<file path="src/rtl/ssls_pkg.sv">
// Shared types and constants for the segmented-sum limited stack unit.
// No dependencies; used by every module of the block.
`default_nettype none

package ssls_pkg;

	localparam int STORE_DEPTH = 1024;
	localparam int VALUE_W     = 16;
	localparam int TOTAL_W     = 11;

	localparam logic [VALUE_W-1:0] LIMIT_RESET = 16'd1000;

	localparam logic REQ_PUSH = 1'b0;
	localparam logic REQ_POP  = 1'b1;

	typedef struct packed {
		logic               req_type;
		logic [VALUE_W-1:0] push_value;
	} req_t;

	typedef struct packed {
		logic [VALUE_W-1:0] popped_value;
		logic               was_empty;
		logic               was_full;
		logic [TOTAL_W-1:0] segment_total;
		logic [VALUE_W-1:0] top_sum;
		logic [TOTAL_W-1:0] item_total;
	} res_t;

	// Commands from the controller to the datapath.
	typedef struct packed {
		logic capture;
		logic commit;
	} cmd_t;

endpackage

`default_nettype wire

</file>
<file path="src/rtl/ssls_ctrl.sv">
// Controller of the segmented-sum limited stack unit: request sequencing and
// the valid flag of the result register. Depends on ssls_pkg.
`default_nettype none

module ssls_ctrl (
	input  wire              clk,
	input  wire              arst_n,
	input  wire              req_valid,
	output logic             req_ready,
	output logic             res_valid,
	input  wire              res_ready,
	output ssls_pkg::cmd_t   cmd
);

	typedef enum logic [1:0] {
		ST_IDLE = 2'b01,
		ST_EXEC = 2'b10
	} state_t;

	state_t state_q;
	state_t state_d;
	logic   res_valid_q;
	logic   out_free;

	assign out_free    = !res_valid_q || res_ready;
	assign req_ready   = (state_q == ST_IDLE);
	assign cmd.capture = req_valid && req_ready;
	assign cmd.commit  = (state_q == ST_EXEC) && out_free;
	assign res_valid   = res_valid_q;

	always_comb begin
		state_d = state_q;
		unique case (state_q)
			ST_IDLE: begin
				if (cmd.capture) begin
					state_d = ST_EXEC;
				end
			end
			ST_EXEC: begin
				if (out_free) begin
					state_d = ST_IDLE;
				end
			end
			default: begin
				state_d = ST_IDLE;
			end
		endcase
	end

	always_ff @(posedge clk or negedge arst_n) begin
		if (!arst_n) begin
			state_q     <= ST_IDLE;
			res_valid_q <= 1'b0;
		end else begin
			state_q <= state_d;
			if (cmd.commit) begin
				res_valid_q <= 1'b1;
			end else if (res_ready) begin
				res_valid_q <= 1'b0;
			end
		end
	end

	// A request is only taken while no other is in flight.
	a_no_capture_in_exec: assert property (@(posedge clk) disable iff (!arst_n)
		(state_q == ST_EXEC) |-> !cmd.capture)
		else $error("request captured while another is executing");

	// Every captured request goes on to execution, where it commits a result before the next capture.
	a_capture_then_exec: assert property (@(posedge clk) disable iff (!arst_n)
		cmd.capture |=> (state_q == ST_EXEC))
		else $error("captured request did not reach execution");

	// A waiting result is never overwritten by a new commit.
	a_no_overwrite: assert property (@(posedge clk) disable iff (!arst_n)
		(res_valid && !res_ready) |-> !cmd.commit)
		else $error("result register overwritten while stalled");

endmodule

`default_nettype wire

</file>
<file path="config.mk">
export PLATFORM = sky130hd
export DESIGN_NAME = ssls_ctrl
export DESIGN_NICKNAME = d
export VERILOG_FILES = /design/src/rtl/ssls_pkg.sv /design/src/rtl/ssls_ctrl.sv
export SDC_FILE = /design/constraint.sdc
export NUM_CORES = 1
export LEC_CHECK = 0
export ABC_AREA = 0
export BUFFER_PORTS_ARGS = -buffer_cell sky130_fd_sc_hd__buf_2
export CAP_MARGIN = 5
export CORE_AREA = 2 2 39 41
export CTS_CLUSTER_SIZE = 16
export DETAILED_ROUTE_END_ITERATION = 10
export DIE_AREA = 0 0 41 43
export HOLD_SLACK_MARGIN = 0.05
export PLACE_DENSITY = 0.36
export RECOVER_POWER = 100
export SKIP_LAST_GASP = 1
export SYNTH_ARGS = -nofsm -noshare
export SYNTH_HDL_FRONTEND = slang
export SYNTH_SLANG_ARGS = --single-unit
</file>
<file path="constraint.sdc">
create_clock -name clk -period 1.8 [get_ports clk]
set_clock_uncertainty 0.1 [all_clocks]
set_input_delay 0.09 -clock clk [delete_from_list [all_inputs] [get_ports clk]]
set_output_delay 0.09 -clock clk [all_outputs]
set_load 0.01 [all_outputs]
</file>
# Word level (Yosys, flattened, before mapping)
# Cells that the tools add are included.
# Widths: inputs -> output; s select.
[totals]
regBits = 3
[op_classes]
n_reduce_logical = 6
eq_ne = 4
muxes = 5
[op_table]
columns = ["operator", "n"]
rows = [
  ["$mux 2", 2],
  ["$pmux 2 s2", 1],
  ["$eq 2x1->1 const B", 1],
  ["$eq 2x2->1 const B", 1],
  ["$logic_and 1x1->1", 2],
  ["$mux 1", 2],
  ["$ne 2x1->1 const B", 1],
  ["$ne 2x2->1 const B", 1],
  ["$reduce_and 2->1", 1],
  ["$reduce_bool 2->1", 1],
  ["$logic_not 1->1", 1],
  ["$logic_or 1x1->1", 1],
]

# Longest topological paths before layout
# Gate-level depths: netlist of the first run.
[logic_depth]
ltp_word = 4
mapped_depth = 2

# Worst setup path after synthesis of the first run
# Ideal clock, no wire load.
[synth_timing]
path_kind = "reg2reg"
from = "register state_q[0]"
to = "register state_q[0]"
slack_ps = 771
t_required_ps = 1613
setup_time_ps = 87
stages_incl_launch_ff = 3
period_less_slack_ps = 1029
arrival_ps = 842
path_buffers = 0
cell_sequence = "dfstp_2 -> nor2b_1 -> a2bb2oi_1"
[synth_via]
elab_chain_cells = 4
[synth_rtl]
columns = ["item", "line_no", "source"]
rows = [
  ["start, declared", "ssls_ctrl.sv:20", "state_t state_q;"],
  ["start signal, assigned", "ssls_ctrl.sv:55", "state_q <= state_d;"],
  ["$eq 2x1->1 *", "ssls_ctrl.sv:26", "assign req_ready = (state_q == ST_IDLE);"],
  ["via req_ready", "ssls_ctrl.sv:9", "output logic req_ready,"],
  ["$logic_and 1x1->1", "ssls_ctrl.sv:27", "assign cmd.capture = req_valid && req_ready;"],
  ["$ne 2x1->1 (no source line)", "-", ""],
  ["$reduce_and 2->1 (no source line)", "-", ""],
]
# Mark *: on every way through the listed nets, which the timed path passes. The rest lies on a longest branch.
# A chain may end at the register's enable or synchronous reset.

==> results list, run 1 <==
* DRC violations left: 0
- Gpl congestion: 0.465
- Final setup violation count: 0
- For this design the top-level I/O count stands at 8.
- The routed layout has 131 vias.
- The portion of synthesized area spent on multiplexers is 0%.
- STA classifies the critical path startpoint as an input pin.
- Synthesized Nets: 15
- The repair_antennas step left the layout with diodes totalling 0.
* Worst slew margin relative to its limit: 89.8%
- Cell depth of the worst hold path: 3
- Yosys mapped a number of flops with a built-in enable equal to 0.
- Counting distinct cell types in the post-synthesis netlist gives 8.
- The number of antenna violations at the first check in global routing came to 0.
* Reg2reg path depth: 2
* Die Area: 1760 um^2
- Number of levels in the clock H-tree: 1
- For the final routed database, the setup TNS stands at 0 ps.
* Routed length per instance: 8.45 um
* Max_cap viols: 0
- From bottom edge to top edge, the die measures 43 um.
- Of all flip-flops after synthesis, the portion carrying an async set or reset was 100%.
- Summing the areas of all xor and xnor instances in the mapped netlist gives 0% of the synthesized area.
- In the final layout, the multi-input gates occupy 53.8 um^2.
- IO Port Bufs: 7
- Largest net degree at the start of global routing: 5
* Nature of the critical path endpoint: output port
- Effective utilization at floorplan: 9.40%
- Launch point of the worst reg-to-reg path: state_q[0]
* Critical register-to-register path endpoint: state_q[0]
- Timing analysis after detailed placement gives a worst setup slack of 748 ps.
- Setup repair after global routing left no endpoint under its margin.
- Number of buffers on the longest clock path: 2
* Peak supply drop: 0.000245 V
* Critical path class: in -> out
* Achievable Freq: 773 MHz
- Top cells by count, synth: dfrtp_1 (2), nand2b_1 (2), nor2b_1 (2)
* Path type of the worst min-delay path: in -> reg
* Average instance area after synthesis: 11.8 um^2
- After detailed placement, the total cell area comes to 185 um^2.
- Hold_sp: res_ready
- The finished cells cover 224 um^2.
- Biggest fanout along the worst timing path: 2
- In the routed layout, each cell is associated on average with a via count of 3.28.
* Num rows: 14
- Simple-gate portion of the synthesized area: 28.8%
- Least setup slack across all paths after layout: 507 ps
- In the final design database the tool counted 29 nets.
* Drt first-iter violations: 0
- Share of the synthesized area in the top cell type: 38.5%
* Total number of clock tree sinks: 3
- Final count of pins violating max slew: 0
* Top flip-flop cell by instance count after synthesis: dfrtp_1
- The core region is 1380 um^2.
- Inserted Clock Buffers: 3
- Arrival @ worst endpoint: 1100 ps
- Insertion delay of the later-clocked pin in the worst-skew pair: 230 ps
- Synthesis produced a netlist whose cell count is 11.
- The filler cells instantiated in the layout total 163.
- Required time reported for the critical path endpoint: 1610 ps
- Pwr dens: 1070 nW/um^2
- The total overflow left after global routing is 0.
- Number of global-route vias before repair: 135
* Flop-to-flop setup slack: 770 ps
- Post-CTS timing repair inserted 0 buffers for setup.
- Number of warnings issued by yosys: 0
* Post-detailed-routing wire length: 338 um
* Hold Path Sink: res_valid
* Adder-cell area share of the yosys netlist: 0%
- The share of the Yosys chip area taken by registers is 58.7%.
- Final Critical Period: 1290 ps
* Compound-cell area share of the yosys netlist: 12.5%
- Overall Global Routing Usage: 4.93%
* Layout area overhead: 72.1%
- The cell sitting at the root of the clock tree is a clkbuf_4.
* First-pass iteration count of the detailed router: 1
- Post-DRT Antenna Nets: 0
* FF+latch count, synth: 3
* Cell area after technology mapping: 130 um^2
- In this run the horizontal extent of the chip is 41 um.
- Leakage power total: 0.0949 nW
* Worst Tran Pin Value: 153 ps
* Clock input transition at the sequential cells of the worst setup and hold paths: 40 ps
* Layout cell share with drive strength beyond 1: 20.8%
* Outcome: finished, final reports clean
- The synthesized design spends more area on one cell type than any other, namely dfrtp_1.
- Dividing the final minimum period by the clock period gives 71.8%.
* Tot Pwr: 0.239 mW
- Ranking of synthesized cells by area: dfrtp_1 (38%), dfstp_2 (20%), nand2b_1 (9.6%)
- The number of hold violations in the final report is 0.
- Dominant combinational cell family by area after synthesis: simple AND/OR/NAND/NOR gates
* FF/Latch Area: 76.3 um^2
* First-pass GRT wire length: 476 um
- TritonCTS built the clock tree.
[critical path, cell delays in order]
cell and delay (ps):
dlygate4sd3_1 530, clkbuf_1 120, and3b_1 200, clkbuf_1 160
[per-stage QoR]
step	instances	utilization, %	hold WS, ps
floorplan	11	-	-306
global placement	34	13.4	-211
detailed placement	34	13.4	-213
CTS	40	16.7	82.9
global route	40	16.2	107
finish	40	16.2	86.0
[registers in the layout, summed over array words and instances, names as in the netlist]
| signal | count |
|---|---|
| res_valid | 1 |
| state_q | 2 |
[cells in the final DEF, fill, tap and decap left out]
cell type and n:
and3b_1 1, nand2b_1 2, nand2_1 1, dfrtp_1 2, o21bai_1 1, dlygate4sd3_1 2
clkbuf_4 3, dfstp_2 1, a2bb2oi_1 1, clkbuf_1 7, nor2b_1 2, buf_2 1
[per-layer routing]
layer / routed length, um / vias up / track usage [%]
li1: - / 64 / -
met1: 146 / 59 / 4.21
met2: 141 / 8 / 5.63
met3: 50 / 0 / 3.14
met4: 0 / 0 / 8.00
met5: 0 / - / 0
[cell type report]
cell class              instances  share of cell area [%]
repair buffers                  9                    21.2
multi-input cells               8                    24.0
clock buffers                   4                    11.7
well taps                      16                    8.94
flip-flops and latches          3                    34.1
[power breakdown]
part           leakage, nW  internal [mW]  switching, mW
logic               0.0432         0.0189         0.0211
registers           0.0367         0.0780        0.00432
clock network       0.0150         0.0830         0.0338
total               0.0949          0.180         0.0592
[what timing repair did]
| action | CTS | global route |
|---|---|---|
| resized for setup | 0 | 0 |
| hold buffers | 2 | 0 |
| endpoints found under the hold margin | 4 | 0 |
[cells by family (layout without fill, tap and decap cells)]
logic type | Yosys count | count (layout)
AND/OR/NAND/NOR | 6 | 6
flip-flops | 3 | 3
AO/OA/AOI/OAI | 2 | 2
buffers and inverters | 0 | 13
[worst max path at each step]
stage	start	slack [ps]	end	cells past startpoint
2_1_floorplan	state_q[0]	770	state_q[0]	2
3_3_place_gp	state_q[0]	750	cmd[0]	3
3_5_place_dp	state_q[0]	750	cmd[0]	3
4_1_cts	state_q[0]	490	cmd[0]	3
5_1_grt	req_valid	430	cmd[1]	4
6_report	req_valid	510	cmd[1]	4
Power figures use the tool's default switching activity.
==> run 2: changes to the inputs <==
ABC_AREA = 1   (was 0)
PLACE_DENSITY = 0.37   (was 0.36)
clock period = 1.34 ns   (was 1.8 ns; I/O delays follow)
==> results list, run 2 <==
- Outcome: finished, final reports clean
- Vias per Instance: 3.00 (-8.4%)
- The share of power burned in the clock network came to 48.0% (-0.9 points).
- Share of the synthesized area in the top cell type: 34.2% (-4.3 points)
- Post-Place Worst Slack: 310 ps (-438 ps)
* Drt first-iter violations: 0 (unchanged)
* Commonest non-fill, non-tap cells in the layout: inv_1 (7), nand2_1 (6), clkbuf_1 (4), nor2_1 (3), clkbuf_4 (3)
- The number of placed I/O pins came to 8 (unchanged).
- FF+latch count, synth: 3 (unchanged)
* Core area: 1380 um^2 (unchanged)
- Dividing the final minimum period by the clock period gives 92.5%.
- Number of warnings issued by yosys: 0 (unchanged)
- The clock net sink count came to 3 (unchanged).
- The first-pass GRT wire length is 517 um (+8.6%).
- Synthesized Nets: 25 (+10)
* Least setup slack across all paths after layout: 100 ps (-407 ps)
- Launch point of the worst reg-to-reg path: state_q[0]
- The placer congestion estimate came to 0.688 (+48%).
* Sequential area share after synthesis: 52.1% (-6.5 points)
- Overall Global Routing Usage: 5.02% (+0.091 points)
* Root buf cell: clkbuf_4
* Met3 wirelength from detailed routing: 31 um (-38%)
- Initial antenna violation count: 0 (unchanged)
- Critical path startpoint category: register
- The combinational fraction of design power is 18.5% (+1.8 points).
* Net count reported at finish: 40 (+38%)
- Critical Path Max Stage Delay: 520 ps (about the same)
- The worst supply voltage drop on vdd is 0.000229 V (-6.5%).
- Reg power frac: 33.5% (-0.9 points)
- FFs w/ async S/R, synth: 100% (unchanged)
* Inserted Clock Buffers: 3 (unchanged)
- The initial core utilization was 10.6% (+1.2 points).
- The count of max-cap constraint violations was 0 (unchanged).
- Clock input transition at the sequential cells of the worst setup and hold paths: 40 ps (about the same)
- The top fanout value on the critical path came to 2 (unchanged).
- The ratio of total power to cell area came to 1270 nW/um^2 (+19%).
- The transition time of the tightest slew-check pin was 178 ps (+24.8 ps).
- Num rows: 14 (unchanged)
- First-pass iteration count of the detailed router: 1 (unchanged)
* DRC violations left: 0 (unchanged)
- The die outline width is 41 um (unchanged).
- Final count of pins violating max slew: 0 (unchanged)
* Ant diodes: 0 (unchanged)
- The worst path needs 1240 ps of the cycle, external delays included.
- Leakage power total: 0.168 nW (+77%)
- The cell count after synthesis is 21 (+10).
- The H-tree depth reported by CTS was 1 (unchanged).
- TritonCTS clock tree: built
- The overall power consumption is 0.329 mW (+37%).
- The final antenna-violating net count came to 0 (unchanged).
* Total grt overflow: 0 (unchanged)
- The number of cell instances on the worst register-to-register path came to 5 (+3).
* RSZ-0062 raised after global routing: no
- Slowest stage cell on the critical path: dfstp_2
* Count of endpoints failing hold in the final timing report: 0 (unchanged)
* Count of flip-flops with a built-in enable after synthesis: 0 (unchanged)
- Met1 Wirelength: 162 um (+11%)
* Design Area, Final: 259 um^2 (+16%)
- Nature of the critical path endpoint: output port
- IO Port Bufs: 7 (unchanged)
- After synthesis, the cell types taking the most area are dfrtp_1 (34%), dfstp_2 (18%), inv_1 (18%).
- The setup violation total in the final timing report is 0 (unchanged).
- The clock tree buffer depth is 2 (unchanged).
* Total Neg Setup Slack: 0 ps (unchanged)
* Number of global-route vias before repair: 146 (+8.1%)
- Layout area overhead: 76.9%
- Number of buffers inserted to repair setup after CTS: 0 (unchanged)
* Required time reported for the critical path endpoint: 1170 ps (-440 ps)
* Register bank with the most flops: state_q
- Insertion delay of the later-clocked pin in the worst-skew pair: 230 ps (about the same)
- The standard cell area after detailed placement came to 201 um^2 (+8.8%).
- The net switching power came to 0.0869 mW (+47%).
- Die Area: 1760 um^2 (unchanged)
* Achievable Freq: 806 MHz
- Traced cell by cell, the critical path runs through nand2_1 > nor2_2 > clkbuf_2.
* Top cells by count, synth: inv_1 (7), nand2_1 (7), nor2_1 (3)
- Critical register-to-register path endpoint: state_q[1]
- After detailed routing, no signal wire sits above met3.
* Post-synthesis cell type count: 6 (-2)
- Post-detailed-routing wire length: 332 um (-1.8%)
* Met2 WL: 138 um (-2.1%)
* Average instance area after synthesis: 6.97 um^2 (-41%)
* Total number of vias: 153 (+17%)
* Cell accounting for the most synthesized area: dfrtp_1
- Filler Cell Count: 160 (-1.8%)
- The ratio of cells with drive above 1 in the final layout was 28.6% (+7.7 points).
* Cell area after technology mapping: 146 um^2 (+12%)
* Largest net degree at the start of global routing: 5 (unchanged)
- Die Height: 43 um (unchanged)
- Switching Share: 26.4% (+1.7 points)
* Arrival @ worst endpoint: 1070 ps (-30 ps)
- Top flip-flop cell by instance count after synthesis: dfrtp_1
- The internal power component is 0.242 mW (+34%).
- The average wire length per cell after detail routing came to 6.51 um (-23%).
- Leaving out fill and tap cells, the most frequent cell in the layout is inv_1.
- The worst setup path is of the reg -> out kind.
* Worst slew margin relative to its limit: 88.1% (-1.7 points)
* Largest register FFs: 2 (unchanged)
- In this run the worst hold path is classified as in -> async.
* Flop-to-flop setup slack: 310 ps (-460 ps)
==> run 2: cell types whose count changed after synthesis, sizes merged <==
| cell | previous run | this run |
|---|---|---|
| nor2b | 2 | 0 |
| a2bb2oi | 1 | 0 |
| nand2 | 1 | 7 |
| and3b | 1 | 0 |
| o21bai | 1 | 0 |
| inv | 0 | 7 |
| nor2 | 0 | 4 |
| nand2b | 2 | 0 |
==> run 2: power groups by stage <==
stage	Clock, mW	Combinational, mW	Sequential (mW)
2_1_floorplan	0	0.0311	0.112
3_5_place_dp	0	0.0567	0.111
3_3_place_gp	0	0.0564	0.110
4_1_cts	0.167	0.0637	0.110
6_report	0.158	0.0608	0.110
5_1_grt	0.182	0.0703	0.111
==> run 2: stage by stage <==
| stage | hold WS, ps | cells | util, % |
|---|---|---|---|
| after floorplan | -329 | 21 | - |
| after global placement | -232 | 44 | 14.6 |
| after detailed placement | -231 | 44 | 14.6 |
| after CTS | 50.6 | 51 | 18.6 |
| after global routing | 113 | 51 | 18.7 |
| final | 77.2 | 51 | 18.7 |
==> run 2: layer usage <==
metal	global-route usage [%]	vias up
li1	-	83
met1	5.79	61
met2	5.31	9
met3	1.57	0
met4	8.00	0
met5	0	-
==> run 2: logic make-up (layout without fill, tap and decap cells) <==
family                 Yosys count  count (layout)  synth area share, %
and+or+nand+nor                 11              11                 29.9
buffers and inverters            7              21                 18.0
DFF                              3               3                 52.1
==> run 2: how the worst max path moves through the flow <==
stage	startpoint	end	slack [ps]	depth (start not counted)
after global placement	state_q[0]	state_q[1]	320	5
after floorplan	state_q[0]	state_q[1]	370	5
final	state_q[0]	cmd[1]	100	3
after global routing	state_q[0]	cmd[0]	30	4
after CTS	state_q[0]	cmd[0]	70	4
after detailed placement	state_q[0]	state_q[1]	310	5
==> run 2: layout make-up <==
type | instances | area (um^2) | share of cell area [%]
well taps | 16 | 20.0 | 7.73
repair buffers | 10 | 63.8 | 24.6
inverters | 7 | 26.3 | 10.1
clock buffers | 4 | 26.3 | 10.1
flip-flops and latches | 3 | 76.3 | 29.5
multi-input cells | 11 | 46.3 | 17.9
==> run 2: repair_timing <==
action / 4_1_cts / 5_1_grt
resized for setup: 0 / 2
endpoints found under the hold margin: 6 / 0
hold buffers: 3 / 0
endpoints found under the setup margin: 0 / 1
==> run 2: critical path, delay by kind of cell (launching register included) <==
family	cells	cell delay, ps
simple gates	2	170
buf+inv	1	140
flops	1	520
==> run 3: changes to the inputs <==
clock period = 1.5 ns   (was 1.34 ns; I/O delays follow)
==> results list, run 3 (synthesized netlist as in run 2, its figures left out) <==
- Worst hold-check slack: 103 ps (+25.3 ps)
* Total placed instance area: 201 um^2 (unchanged)
- The final antenna-violating net count came to 0 (unchanged).
- Root buf cell: clkbuf_4
- The setup violation total in the final timing report is 0 (unchanged).
- Insertion delay of the later-clocked pin in the worst-skew pair: 230 ps (about the same)
* Critical path startpoint category: input pin
* Critical path class: in -> out
* Count of endpoints failing hold in the final timing report: 0 (unchanged)
- The total number of placement rows is 14 (unchanged).
* Register bank with the most flops: state_q
* Leakage power total: 0.154 nW (-8.2%)
- Post-Place Worst Slack: 480 ps (+170 ps)
* Largest net degree at the start of global routing: 5 (unchanged)
- The top fanout value on the critical path is 3 (+1).
* Pwr dens: 1150 nW/um^2 (-9.6%)
* Share of the clock period used by the worst path: 85.6%
* Number of levels in the clock H-tree: 1 (unchanged)
- The number of flip-flops under the largest register name is 2 (unchanged).
- Core area: 1380 um^2 (unchanged)
- The number of placed I/O pins is 8 (unchanged).
* Path type of the worst min-delay path: in -> async
- The count of input and output buffers came to 7 (unchanged).
- Number of buffers on the longest clock path: 2 (unchanged)
- Routed length per instance: 6.45 um (-0.90%)
- Arrival @ worst endpoint: 1110 ps (+40 ps)
- The run finished with clean final reports.
- Core utilization of the finished layout: 18.1% (-0.63 points)
* Worst slew margin relative to its limit: 85.4% (-2.7 points)
* DRC violations left: 0 (unchanged)
- Reg2reg path depth: 5 (unchanged)
* Achievable Freq: 778 MHz
- Die boundary width: 41 um (unchanged)
* FF/Latch Area: 76.3 um^2 (unchanged)
- Die Area: 1760 um^2 (unchanged)
- RSZ-0062 raised after global routing: no
- The post-cts hold buffer count is 3 (unchanged).
- STA classifies the critical path endpoint as an output port.
* Peak supply drop: 0.000190 V (-17%)
* Final Critical Period: 1280 ps
- The number of gates resized after CTS was 0 (unchanged).
- Slowest stage cell on the critical path: dlygate4sd3_1
- In this run the critical register-to-register path is launched from state_q[0].
- Ant diodes: 0 (unchanged)
- Total grt overflow: 0 (unchanged)
- Design Area, Final: 250 um^2 (-3.4%)
- Filler Cell Count: 160 (unchanged)
* Gpl congestion: 0.690 (+0.26%)
* Least setup slack across all paths after layout: 215 ps (+115 ps)
* Number of global-route vias before repair: 142 (-2.7%)
- Worst Tran Pin Value: 219 ps (+40.7 ps)
* Critical path destination: cmd[0]
* Commonest non-fill, non-tap cells in the layout: inv_1 (7), nand2_1 (7), clkbuf_1 (5), nor2_1 (4)
* Total number of clock tree sinks: 3 (unchanged)
- Final count of pins violating max slew: 0 (unchanged)
- The worst reg-to-reg setup slack came to 480 ps (+170 ps).
* Non-filler cells in the finished layout: 51 (unchanged)
- The number of iterations in the first detailed-routing pass came to 1 (unchanged).
* Die Height: 43 um (unchanged)
- Initial antenna violation count: 0 (unchanged)
* Tot Pwr: 0.287 mW (-13%)
* Worst path cell trace: dlygate4sd3_1 > buf_2 > inv_1 > nand2_1 > inv_1 > nor2_1 > clkbuf_1
- The number of nets at the end of the flow came to 40 (unchanged).
* Total Neg Setup Slack: 0 ps (unchanged)
* Max_cap viols: 0 (unchanged)
- Critical Path Max Stage Delay: 510 ps (about the same)
* Required time reported for the critical path endpoint: 1320 ps (+150 ps)
- Overall Global Routing Usage: 5.53% (+0.51 points)
- Worst Setup SP: res_ready
- Layout cell share with drive strength beyond 1: 20.0% (-8.6 points)
* Number of buffers inserted to repair setup after CTS: 0 (unchanged)
* Combined area of the multi-input logic cells: 41.3 um^2 (-11%)
* Inserted Clock Buffers: 3 (unchanged)
- Layout area overhead: 70.9%
- Vias per Instance: 2.90 (-3.3%)
- TritonCTS built the clock tree.
- The via count came to 148 (-3.3%).
- Drt first-iter violations: 0 (unchanged)
- The CTS clock-pin slew for the worst setup and hold paths is 40 ps (about the same).
- Critical register-to-register path endpoint: state_q[1]
- The initial core utilization is 10.6% (unchanged).
* Most repeated library cell on the critical path: inv_1
- Placed cell count: 44 (unchanged)
- The detailed-route wire length is 329 um (-0.90%).
- First-pass GRT wire length: 531 um (+2.7%)
-- run 3: worst min path at each step --
stage	startpoint	end	slack, ps
floorplan	arst_n	res_valid	-320
global placement	arst_n	res_valid	-220
detailed placement	arst_n	res_valid	-220
CTS	arst_n	res_valid	60
global route	arst_n	res_valid	140
finish	arst_n	state_q[1]	100
-- run 3: area by class of cell --
class                   instances  share of cell area (%)
well taps                      16                    8.00
flip-flops and latches          3                    30.5
inverters                       7                    10.5
clock buffers                   4                    10.5
repair buffers                 10                    24.0
multi-input cells              11                    16.5
-- run 3: routing by layer --
layer	global-route usage, %	wire length, um	up-vias
met4	10.0	0	0
li1	-	-	84
met2	4.69	128	7
met3	3.14	26	0
met5	0	0	-
met1	6.15	174	57
-- run 3: power breakdown --
| part | leakage (nW) | switching [mW] | internal (mW) |
|---|---|---|---|
| sequential | 0.0367 | 0.00416 | 0.0934 |
| combinational | 0.103 | 0.0306 | 0.0212 |
| clock | 0.0150 | 0.0382 | 0.0994 |
| total | 0.154 | 0.0729 | 0.214 |
-- run 3: critical path: cells and delay by family --
family / cells / cell delay [ps]
buffers and inverters: 5 / 840
AND/OR/NAND/NOR: 2 / 180
